==> src/rgb5a3_pkg.sv <==
// Shared types, constants and texel expansion tables for the RGB5A3 tile decoder.
package rgb5a3_pkg;

    localparam int MAX_WIDTH  = 1024;
    localparam int MAX_HEIGHT = 1024;

    localparam int DIM_W     = 11;
    localparam int TEXEL_W   = 16;
    localparam int IDX_W     = 20;
    localparam int ARGB_W    = 32;
    localparam int CFG_IDX_W = 2;

    localparam logic [CFG_IDX_W-1:0] CFG_WIDTH  = 2'd0;
    localparam logic [CFG_IDX_W-1:0] CFG_HEIGHT = 2'd1;

    localparam int WD_W   = $clog2(MAX_WIDTH + 1);
    localparam int HD_W   = $clog2(MAX_HEIGHT + 1);
    localparam int TCOL_W = ($clog2((MAX_WIDTH + 3) / 4) > 0) ? $clog2((MAX_WIDTH + 3) / 4) : 1;
    localparam int TROW_W = ($clog2((MAX_HEIGHT + 3) / 4) > 0) ? $clog2((MAX_HEIGHT + 3) / 4) : 1;
    localparam int X_W    = TCOL_W + 2;
    localparam int Y_W    = TROW_W + 2;
    localparam int CMP_W  = 16;
    localparam int SUM_W  = Y_W + WD_W + 1;

    localparam int MQ_DEPTH = 4;
    localparam int MQ_PTR_W = $clog2(MQ_DEPTH);
    localparam int MQ_CNT_W = $clog2(MQ_DEPTH + 1);
    localparam int OQ_DEPTH = 4;
    localparam int OQ_PTR_W = $clog2(OQ_DEPTH);
    localparam int OQ_CNT_W = $clog2(OQ_DEPTH + 1);

    typedef struct packed {
        logic [TEXEL_W-1:0] texel;
        logic [X_W-1:0]     x;
        logic [Y_W-1:0]     y;
        logic               last;
    } t_mid_entry;

    typedef struct packed {
        logic [IDX_W-1:0]  pixel_index;
        logic [ARGB_W-1:0] argb_word;
        logic              frame_last;
    } t_out_entry;

    localparam logic [7:0] SCALE5 [0:31] = '{
        8'd0,   8'd8,   8'd16,  8'd24,  8'd32,  8'd41,  8'd49,  8'd57,
        8'd65,  8'd74,  8'd82,  8'd90,  8'd98,  8'd106, 8'd115, 8'd123,
        8'd131, 8'd139, 8'd148, 8'd156, 8'd164, 8'd172, 8'd180, 8'd189,
        8'd197, 8'd205, 8'd213, 8'd222, 8'd230, 8'd238, 8'd246, 8'd255
    };

    localparam logic [7:0] SCALE3 [0:7] = '{
        8'd0, 8'd36, 8'd72, 8'd109, 8'd145, 8'd182, 8'd218, 8'd255
    };

    function automatic logic [WD_W-1:0] clamp_w(input logic [DIM_W-1:0] v);
        logic [WD_W-1:0] r;
        if (v == '0) begin
            r = WD_W'(1);
        end else if (int'(v) > MAX_WIDTH) begin
            r = WD_W'(MAX_WIDTH);
        end else begin
            r = WD_W'(v);
        end
        return r;
    endfunction

    function automatic logic [HD_W-1:0] clamp_h(input logic [DIM_W-1:0] v);
        logic [HD_W-1:0] r;
        if (v == '0) begin
            r = HD_W'(1);
        end else if (int'(v) > MAX_HEIGHT) begin
            r = HD_W'(MAX_HEIGHT);
        end else begin
            r = HD_W'(v);
        end
        return r;
    endfunction

    // A 4-bit channel times 255/15 is exactly the nibble repeated.
    function automatic logic [ARGB_W-1:0] expand_texel(input logic [TEXEL_W-1:0] t);
        logic [ARGB_W-1:0] r;
        if (t[15]) begin
            r = {8'hFF, SCALE5[t[14:10]], SCALE5[t[9:5]], SCALE5[t[4:0]]};
        end else begin
            r = {SCALE3[t[14:12]], t[11:8], t[11:8], t[7:4], t[7:4], t[3:0], t[3:0]};
        end
        return r;
    endfunction

endpackage

==> src/rgb5a3_front.sv <==
// Front end: size registers, tile position counters and padding classification.
module rgb5a3_front (
    input  logic                                i_clk,
    input  logic                                i_rst_n,
    input  logic                                i_cfg_valid,
    output logic                                o_cfg_ready,
    input  logic [rgb5a3_pkg::CFG_IDX_W-1:0]    i_cfg_index,
    input  logic [rgb5a3_pkg::DIM_W-1:0]        i_cfg_data,
    input  logic                                i_accept,
    input  logic [rgb5a3_pkg::TEXEL_W-1:0]      i_texel,
    output logic                                o_mq_push,
    output rgb5a3_pkg::t_mid_entry              o_mq_entry,
    output logic [rgb5a3_pkg::WD_W-1:0]         o_width
);

    logic [rgb5a3_pkg::WD_W-1:0]   r_w;
    logic [rgb5a3_pkg::HD_W-1:0]   r_h;
    logic [1:0]                    r_col, n_col;
    logic [1:0]                    r_row, n_row;
    logic [rgb5a3_pkg::TCOL_W-1:0] r_tcol, n_tcol;
    logic [rgb5a3_pkg::TROW_W-1:0] r_trow, n_trow;

    logic [rgb5a3_pkg::X_W-1:0]    x;
    logic [rgb5a3_pkg::Y_W-1:0]    y;
    logic [rgb5a3_pkg::CMP_W-1:0]  x_c, y_c, w_c, h_c;
    logic [rgb5a3_pkg::CMP_W-1:0]  tiles_w, tiles_h, tcol_inc, trow_inc;
    logic                          visible;

    assign o_cfg_ready = 1'b1;
    assign o_width     = r_w;

    assign x   = {r_tcol, r_col};
    assign y   = {r_trow, r_row};
    assign x_c = rgb5a3_pkg::CMP_W'(x);
    assign y_c = rgb5a3_pkg::CMP_W'(y);
    assign w_c = rgb5a3_pkg::CMP_W'(r_w);
    assign h_c = rgb5a3_pkg::CMP_W'(r_h);

    assign tiles_w  = (w_c + rgb5a3_pkg::CMP_W'(3)) >> 2;
    assign tiles_h  = (h_c + rgb5a3_pkg::CMP_W'(3)) >> 2;
    assign tcol_inc = rgb5a3_pkg::CMP_W'(r_tcol) + rgb5a3_pkg::CMP_W'(1);
    assign trow_inc = rgb5a3_pkg::CMP_W'(r_trow) + rgb5a3_pkg::CMP_W'(1);

    assign visible = (x_c < w_c) && (y_c < h_c);

    assign o_mq_push        = i_accept && visible;
    assign o_mq_entry.texel = i_texel;
    assign o_mq_entry.x     = x;
    assign o_mq_entry.y     = y;
    assign o_mq_entry.last  = (x_c == w_c - rgb5a3_pkg::CMP_W'(1)) &&
                              (y_c == h_c - rgb5a3_pkg::CMP_W'(1));

    always_comb begin
        n_col  = r_col;
        n_row  = r_row;
        n_tcol = r_tcol;
        n_trow = r_trow;
        if (i_accept) begin
            n_col = r_col + 2'd1;
            if (r_col == 2'd3) begin
                n_row = r_row + 2'd1;
                if (r_row == 2'd3) begin
                    if (tcol_inc >= tiles_w) begin
                        n_tcol = '0;
                        if (trow_inc >= tiles_h) begin
                            n_trow = '0;
                        end else begin
                            n_trow = rgb5a3_pkg::TROW_W'(trow_inc);
                        end
                    end else begin
                        n_tcol = rgb5a3_pkg::TCOL_W'(tcol_inc);
                    end
                end
            end
        end
    end

    always_ff @(posedge i_clk) begin
        if (!i_rst_n) begin
            r_w    <= rgb5a3_pkg::WD_W'(1);
            r_h    <= rgb5a3_pkg::HD_W'(1);
            r_col  <= '0;
            r_row  <= '0;
            r_tcol <= '0;
            r_trow <= '0;
        end else begin
            r_col  <= n_col;
            r_row  <= n_row;
            r_tcol <= n_tcol;
            r_trow <= n_trow;
            if (i_cfg_valid && i_cfg_index == rgb5a3_pkg::CFG_WIDTH) begin
                r_w <= rgb5a3_pkg::clamp_w(i_cfg_data);
            end
            if (i_cfg_valid && i_cfg_index == rgb5a3_pkg::CFG_HEIGHT) begin
                r_h <= rgb5a3_pkg::clamp_h(i_cfg_data);
            end
        end
    end

endmodule

==> src/rgb5a3_mid_queue.sv <==
// Short queue of classified texels between the front end and the back end.
module rgb5a3_mid_queue (
    input  logic                   i_clk,
    input  logic                   i_rst_n,
    input  logic                   i_push,
    input  rgb5a3_pkg::t_mid_entry i_entry,
    output logic                   o_full,
    input  logic                   i_pop,
    output logic                   o_empty,
    output rgb5a3_pkg::t_mid_entry o_entry
);

    rgb5a3_pkg::t_mid_entry          r_mem [rgb5a3_pkg::MQ_DEPTH];
    logic [rgb5a3_pkg::MQ_PTR_W-1:0] r_wr, r_rd;
    logic [rgb5a3_pkg::MQ_CNT_W-1:0] r_cnt;
    logic                            do_push, do_pop;

    assign o_full  = (r_cnt == rgb5a3_pkg::MQ_CNT_W'(rgb5a3_pkg::MQ_DEPTH));
    assign o_empty = (r_cnt == '0);
    assign o_entry = r_mem[r_rd];
    assign do_push = i_push && !o_full;
    assign do_pop  = i_pop && !o_empty;

    always_ff @(posedge i_clk) begin
        if (do_push) begin
            r_mem[r_wr] <= i_entry;
        end
    end

    always_ff @(posedge i_clk) begin
        if (!i_rst_n) begin
            r_wr  <= '0;
            r_rd  <= '0;
            r_cnt <= '0;
        end else begin
            if (do_push) begin
                r_wr <= r_wr + rgb5a3_pkg::MQ_PTR_W'(1);
            end
            if (do_pop) begin
                r_rd <= r_rd + rgb5a3_pkg::MQ_PTR_W'(1);
            end
            if (do_push && !do_pop) begin
                r_cnt <= r_cnt + rgb5a3_pkg::MQ_CNT_W'(1);
            end else if (do_pop && !do_push) begin
                r_cnt <= r_cnt - rgb5a3_pkg::MQ_CNT_W'(1);
            end
        end
    end

endmodule

==> src/rgb5a3_back.sv <==
// Back end: pixel index and color expansion stage followed by the result queue.
module rgb5a3_back (
    input  logic                          i_clk,
    input  logic                          i_rst_n,
    input  logic                          i_mq_empty,
    input  rgb5a3_pkg::t_mid_entry        i_mq_entry,
    output logic                          o_mq_pop,
    input  logic [rgb5a3_pkg::WD_W-1:0]   i_width,
    input  logic                          i_pop,
    output logic                          o_empty,
    output rgb5a3_pkg::t_out_entry        o_entry
);

    rgb5a3_pkg::t_out_entry          r_s1, n_s1;
    logic                            r_s1_valid;
    rgb5a3_pkg::t_out_entry          r_mem [rgb5a3_pkg::OQ_DEPTH];
    logic [rgb5a3_pkg::OQ_PTR_W-1:0] r_wr, r_rd;
    logic [rgb5a3_pkg::OQ_CNT_W-1:0] r_cnt;
    logic [rgb5a3_pkg::OQ_CNT_W:0]   occupancy;
    logic [rgb5a3_pkg::SUM_W-1:0]    index_sum;
    logic                            do_pop;

    assign occupancy = (rgb5a3_pkg::OQ_CNT_W + 1)'(r_cnt) +
                       (rgb5a3_pkg::OQ_CNT_W + 1)'(r_s1_valid);
    assign o_mq_pop  = !i_mq_empty &&
                       (occupancy < (rgb5a3_pkg::OQ_CNT_W + 1)'(rgb5a3_pkg::OQ_DEPTH));

    assign index_sum = rgb5a3_pkg::SUM_W'(i_mq_entry.y) * rgb5a3_pkg::SUM_W'(i_width) +
                       rgb5a3_pkg::SUM_W'(i_mq_entry.x);

    always_comb begin
        n_s1.pixel_index = rgb5a3_pkg::IDX_W'(index_sum);
        n_s1.argb_word   = rgb5a3_pkg::expand_texel(i_mq_entry.texel);
        n_s1.frame_last  = i_mq_entry.last;
    end

    assign o_empty = (r_cnt == '0);
    assign o_entry = r_mem[r_rd];
    assign do_pop  = i_pop && !o_empty;

    always_ff @(posedge i_clk) begin
        if (o_mq_pop) begin
            r_s1 <= n_s1;
        end
        if (r_s1_valid) begin
            r_mem[r_wr] <= r_s1;
        end
    end

    always_ff @(posedge i_clk) begin
        if (!i_rst_n) begin
            r_s1_valid <= 1'b0;
            r_wr       <= '0;
            r_rd       <= '0;
            r_cnt      <= '0;
        end else begin
            r_s1_valid <= o_mq_pop;
            if (r_s1_valid) begin
                r_wr <= r_wr + rgb5a3_pkg::OQ_PTR_W'(1);
            end
            if (do_pop) begin
                r_rd <= r_rd + rgb5a3_pkg::OQ_PTR_W'(1);
            end
            if (r_s1_valid && !do_pop) begin
                r_cnt <= r_cnt + rgb5a3_pkg::OQ_CNT_W'(1);
            end else if (do_pop && !r_s1_valid) begin
                r_cnt <= r_cnt - rgb5a3_pkg::OQ_CNT_W'(1);
            end
        end
    end

`ifndef SYNTHESIS
    a_cnt_bound: assert property (@(posedge i_clk) disable iff (!i_rst_n)
        r_cnt <= rgb5a3_pkg::OQ_CNT_W'(rgb5a3_pkg::OQ_DEPTH))
        else $error("result queue count exceeds its depth");

    a_no_overflow: assert property (@(posedge i_clk) disable iff (!i_rst_n)
        r_s1_valid |-> (r_cnt < rgb5a3_pkg::OQ_CNT_W'(rgb5a3_pkg::OQ_DEPTH) || do_pop))
        else $error("result stage writes into a full queue");

    a_opaque_alpha: assert property (@(posedge i_clk) disable iff (!i_rst_n)
        (o_mq_pop && i_mq_entry.texel[15]) |=> (r_s1.argb_word[31:24] == 8'hFF))
        else $error("opaque texel expanded without full alpha");
`endif

endmodule

==> src/rgb5a3_tiled_texture_decoder.sv <==
// RGB5A3 tiled texture decoder: one texel accepted per cycle while not full, one ARGB pixel per visible texel.
// A visible texel goes through the four-entry queue, the expansion stage register and the result queue.
// Throughput: one texel per cycle while full is low, set by the single index multiplier and expansion stage.
// A four-entry queue parts the position counters from the expansion stage and the result queue.
// Reset (synchronous, active low) sets width and height to 1, the counters to the top-left
// texel and empties both queues.
module rgb5a3_tiled_texture_decoder (
    input  logic                              i_clk,
    input  logic                              i_rst_n,
    input  logic                              push,
    output logic                              full,
    input  logic [rgb5a3_pkg::TEXEL_W-1:0]    i_texel,
    output logic                              empty,
    input  logic                              pop,
    output logic [rgb5a3_pkg::IDX_W-1:0]      o_pixel_index,
    output logic [rgb5a3_pkg::ARGB_W-1:0]     o_argb_word,
    output logic                              o_frame_last,
    input  logic                              i_cfg_valid,
    output logic                              o_cfg_ready,
    input  logic [rgb5a3_pkg::CFG_IDX_W-1:0]  i_cfg_index,
    input  logic [rgb5a3_pkg::DIM_W-1:0]      i_cfg_data
);

    logic                        accept;
    logic                        mq_push, mq_pop, mq_empty;
    rgb5a3_pkg::t_mid_entry      mq_in, mq_out;
    rgb5a3_pkg::t_out_entry      result;
    logic [rgb5a3_pkg::WD_W-1:0] width;

    assign accept = push && !full;

    rgb5a3_front u_front (
        .i_clk       (i_clk),
        .i_rst_n     (i_rst_n),
        .i_cfg_valid (i_cfg_valid),
        .o_cfg_ready (o_cfg_ready),
        .i_cfg_index (i_cfg_index),
        .i_cfg_data  (i_cfg_data),
        .i_accept    (accept),
        .i_texel     (i_texel),
        .o_mq_push   (mq_push),
        .o_mq_entry  (mq_in),
        .o_width     (width)
    );

    rgb5a3_mid_queue u_mid_queue (
        .i_clk   (i_clk),
        .i_rst_n (i_rst_n),
        .i_push  (mq_push),
        .i_entry (mq_in),
        .o_full  (full),
        .i_pop   (mq_pop),
        .o_empty (mq_empty),
        .o_entry (mq_out)
    );

    rgb5a3_back u_back (
        .i_clk      (i_clk),
        .i_rst_n    (i_rst_n),
        .i_mq_empty (mq_empty),
        .i_mq_entry (mq_out),
        .o_mq_pop   (mq_pop),
        .i_width    (width),
        .i_pop      (pop),
        .o_empty    (empty),
        .o_entry    (result)
    );

    assign o_pixel_index = result.pixel_index;
    assign o_argb_word   = result.argb_word;
    assign o_frame_last  = result.frame_last;

endmodule
==> config.mk <==
export PLATFORM = sky130hd
export DESIGN_NAME = rgb5a3_tiled_texture_decoder
export DESIGN_NICKNAME = d
export VERILOG_FILES = /design/src/rgb5a3_pkg.sv /design/src/rgb5a3_front.sv /design/src/rgb5a3_mid_queue.sv /design/src/rgb5a3_back.sv /design/src/rgb5a3_tiled_texture_decoder.sv
export SDC_FILE = /design/constraint.sdc
export NUM_CORES = 1
export LEC_CHECK = 0
export ABC_AREA = 1
export BUFFER_PORTS_ARGS = -buffer_cell sky130_fd_sc_hd__buf_2
export CAP_MARGIN = 20
export CORE_ASPECT_RATIO = 1.4
export CORE_MARGIN = 3
export CORE_UTILIZATION = 36
export DETAILED_ROUTE_END_ITERATION = 8
export SLEW_MARGIN = 30
export SYNTH_ARGS = -nofsm -noshare
export SYNTH_HDL_FRONTEND = slang
export SYNTH_SLANG_ARGS = --single-unit
==> constraint.sdc <==
create_clock -name i_clk -period 6.75 [get_ports i_clk]
set_input_delay 1.0125 -clock i_clk [delete_from_list [all_inputs] [get_ports i_clk]]
set_output_delay 1.0125 -clock i_clk [all_outputs]
set_load 0.01 [all_outputs]
==> insert_results.sql <==
INSERT INTO impl_metrics (metric_group, metric, value, unit) VALUES
('hold_path', 'timing.hold.worst.start', 'u_back.r_s1[33]', ''),
('placement', 'finalWeightedCongestion', '0.870', ''),
('floorplan', 'fp.coreArea', '64800', 'um^2'),
('timing', 'max_slew_margin', '0.452', ''),
('yosys', 'synth_compound_gate_area_share', '0.0863', ''),
('yosys', 'synth_cell_types', '48', ''),
('critical_path', 'r2r_slack', '0.79', 'ns'),
('global_routing', 'track_usage', '0.166', ''),
('yosys', 'synth.yosys.seq_area_share', '0.555', ''),
('timing', 'finalWorstPathRequiredPeriod', '5.96', 'ns'),
('critical_path', 'timing.rr.end', 'u_back.r_s1[48]', ''),
('final_layout', 'final_cell_area', '26600', 'um^2'),
('hold_path', 'hold_class', 'reg2reg', ''),
('floorplan', 'initial_utilization', '0.366', ''),
('yosys', 'edff_count_synth', '398', ''),
('yosys', 'post_synth_fa_ha_maj_area_fraction', '0.128', ''),
('route', 'final_antenna_net_count', '0', ''),
('timing', 'totalNegativeSetupSlack', '0', 'ns'),
('critical_path', 'cp_max_fo', '15', ''),
('final_layout', 'final_nets', '2637', ''),
('timing', 'finalClockSkew', '0.0418', 'ns'),
('cts', 'tritoncts_clock_tree', 'done', ''),
('floorplan', 'die_h', '310', 'um'),
('timing', 'rsz0062_at_grt', 'false', ''),
('yosys', 'synth_cells', '2340', ''),
('global_routing', 'vias_in_the_first_global_route', '16776', ''),
('route', 'via_count', '16556', ''),
('critical_path', 'worstSetupEndpointType', 'register', ''),
('cts', 'ctsLongestPathBuffers', '3', ''),
('timing', 'fmax', '0.168', 'GHz'),
('cts', 'post_cts_resized', '0', ''),
('cts', 'post-cts-setup-buffers', '0', ''),
('yosys', 'synth_xor_area_frac', '0.0168', ''),
('final_layout', 'share_of_final_layout_standard_cells_stronger_than_drive_strength_1', '0.0896', ''),
('final_layout', 'antennaDiodeCount', '0', ''),
('yosys', 'async_flop_share', '0', ''),
('critical_path', 'worstPathRequired', '7.09', 'ns'),
('timing', 'min_period_over_period', '0.884', ''),
('final_layout', 'area_growth_syn_to_layout', '11.8', '%'),
('final_layout', 'layout.filler_cells', '6204', ''),
('cts', 'clock_latency', '0.59', 'ns'),
('route', 'initialDrtViolationCount', '923', ''),
('timing', 'drv_slew', '0', ''),
('yosys', 'syn-cell-area', '23800', 'um^2'),
('timing', 'final_hold_viol_count', '0', ''),
('floorplan', 'die-area', '69100', 'um^2'),
('route', 'post_drt_via_cell_ratio', '5.04', ''),
('yosys', 'synthesis.area_per_instance', '10.2', 'um^2'),
('global_routing', 'grt_start_max_net_pins', '102', ''),
('route', 'drt_pass1_iterations', '5', ''),
('status', 'outcome', 'finished clean', ''),
('power', 'vdd_ir_drop_max', '0.284', 'mV'),
('cts', 'clock-root-buffer', 'sky130_fd_sc_hd__clkbuf_16', ''),
('critical_path', 'critical_path.startpoint_type', 'register', ''),
('global_routing', 'grt_remaining_overflow', '0', ''),
('placement', 'portBuffers', '88', ''),
('hold_path', 'hold_depth', '0', ''),
('critical_path', 'reg2regPathDepth', '21', ''),
('global_routing', 'first_pass_grt_wire_length', '91300', 'um'),
('route', 'routed_wire_length_per_instance', '17.5', 'um'),
('timing', 'final-setup-viol-count', '0', ''),
('cts', 'cts_inserted_buffers', '44', ''),
('flow_run', 'number_of_max_cap_violations', '0', ''),
('power', 'power_density', '439', 'nW/um^2'),
('timing', 'slew_at_the_pin_with_the_worst_max_slew_slack', '0.821', 'ns'),
('hold_path', 'hold_path_end', 'u_back.r_mem[3][33]', ''),
('placement', 'hpwlAfterDp', '39900', 'um'),
('floorplan', 'placementRows', '110', ''),
('yosys', 'ys_seq_elements', '459', ''),
('placement', 'placed_cell_area', '25100', 'um^2'),
('route', 'drt_drc_violations_left', '0', '');
## cells by family after synthesis
kind of cell	count (synthesis)
simple gates	906
mux	1
flops	459
buf+inv	357
compound gates	378
fa+ha+maj	194
xor+xnor	44
other cells	1
## worst max-delay path, cell delays in order, from the launching register on
cell                      delay (ns)
sky130_fd_sc_hd__dfxtp_1        0.70
sky130_fd_sc_hd__inv_2          0.20
sky130_fd_sc_hd__nand3_1        0.13
sky130_fd_sc_hd__nand2_1        0.22
sky130_fd_sc_hd__inv_1          0.20
sky130_fd_sc_hd__nand2_1        0.10
sky130_fd_sc_hd__fa_1           0.54
sky130_fd_sc_hd__fa_1           0.55
sky130_fd_sc_hd__inv_1          0.06
sky130_fd_sc_hd__fa_1           0.51
sky130_fd_sc_hd__fa_1           0.55
sky130_fd_sc_hd__inv_1          0.05
sky130_fd_sc_hd__fa_1           0.53
sky130_fd_sc_hd__inv_1          0.05
sky130_fd_sc_hd__ha_1           0.33
sky130_fd_sc_hd__nand2_1        0.10
sky130_fd_sc_hd__nor2_1         0.13
sky130_fd_sc_hd__inv_1          0.07
sky130_fd_sc_hd__o21ai_0        0.38
sky130_fd_sc_hd__nand3_1        0.15
sky130_fd_sc_hd__nand3_1        0.10
sky130_fd_sc_hd__nand2_1        0.05
## worst max-delay path by stage
stage / to / slack (ns)
after floorplan: u_mid_queue.r_cnt[1] / 1.16
after global placement: u_back.r_s1[48] / 0.87
after detailed placement: u_back.r_s1[48] / 0.79
after CTS: u_back.r_s1[48] / 0.74
after global routing: u_back.r_s1[48] / 0.27
final: u_back.r_s1[48] / 0.79
## area by class of cell
cell class	count	area, um^2	share of cell area
repair buffers	114	639	0.0241
flip-flops and latches	459	13200	0.496
well taps	840	1050	0.0396
clock buffers	58	1220	0.0461
clock inverters	24	260	0.00980
multi-input cells	1524	9210	0.347
inverters	266	1000	0.0377
## per-stage QoR
stage | hold slack, ns | total power [uW] | worst slack (ns) | cells | util
CTS | 0.479 | 11800 | 0.741 | 3285 | 0.410
global route | 0.495 | 12600 | 0.273 | 3285 | 0.410
floorplan | 0.436 | 7750 | 1.16 | 2340 | -
detailed placement | 0.469 | 9280 | 0.789 | 3203 | 0.387
global placement | 0.450 | 9150 | 0.865 | 3203 | 0.387
finish | 0.475 | 11700 | 0.786 | 3285 | 0.410
## layout by cell type, fill, tap and decap left out, types with 44 or more instances in the layout
cell type / n
sky130_fd_sc_hd__a21oi_1: 82
sky130_fd_sc_hd__inv_1: 247
sky130_fd_sc_hd__nand2_1: 457
sky130_fd_sc_hd__clkbuf_16: 44
sky130_fd_sc_hd__fa_1: 81
sky130_fd_sc_hd__nand3_1: 116
sky130_fd_sc_hd__nor2_1: 287
sky130_fd_sc_hd__buf_2: 88
sky130_fd_sc_hd__edfxtp_1: 398
sky130_fd_sc_hd__ha_1: 113
sky130_fd_sc_hd__o21ai_0: 213
sky130_fd_sc_hd__o22ai_1: 56
sky130_fd_sc_hd__dfxtp_1: 59
## synthesized netlist by cell type, drive strengths merged (7+ instances only)
master | instances | area share
nand2 | 462 | 0.074
edfxtp | 398 | 0.50
nor2 | 295 | 0.047
inv | 259 | 0.041
o21ai | 216 | 0.046
nand3 | 118 | 0.025
ha | 113 | 0.060
a21oi | 83 | 0.018
fa | 81 | 0.068
dfxtp | 61 | 0.051
o22ai | 57 | 0.015
clkbuf | 50 | 0.0080
buf | 41 | 0.010
xor2 | 36 | 0.013
nand4 | 13 | 0.0034
nor3 | 11 | 0.0023
clkinv | 7 | 0.0012
xnor2 | 7 | 0.0026
## power breakdown
part / leakage, uW / total, uW / switching, uW / internal, uW
clock network: 0.000729 / 2490 / 1070 / 1420
logic: 0.00592 / 4830 / 3280 / 1550
registers: 0.00416 / 4340 / 293 / 4050
## flip-flops by register name (all words and copies together) (netlist names), named ones only
register and count:
u_front.r_row 2, u_front.r_h 11, u_front.r_trow 8, u_mid_queue.r_wr 2, u_mid_queue.r_mem 148, u_front.o_width 11, u_back.r_rd 2, u_back.r_s1 50
u_back.r_cnt 3, u_mid_queue.r_cnt 3, u_front.r_tcol 8, u_back.r_mem 200, u_front.r_col 2, u_back.r_s1_valid 1, u_back.r_wr 2, u_mid_queue.r_rd 2
## layer usage
metal	up-vias	routed length, um	global-route usage
met5	-	0	0
met3	96	2040	0.0200
met2	336	30300	0.314
met1	8112	23400	0.197
met4	0	1650	0.0533
li1	8012	-	-
Note: power is estimated with default switching activity, not from simulation.
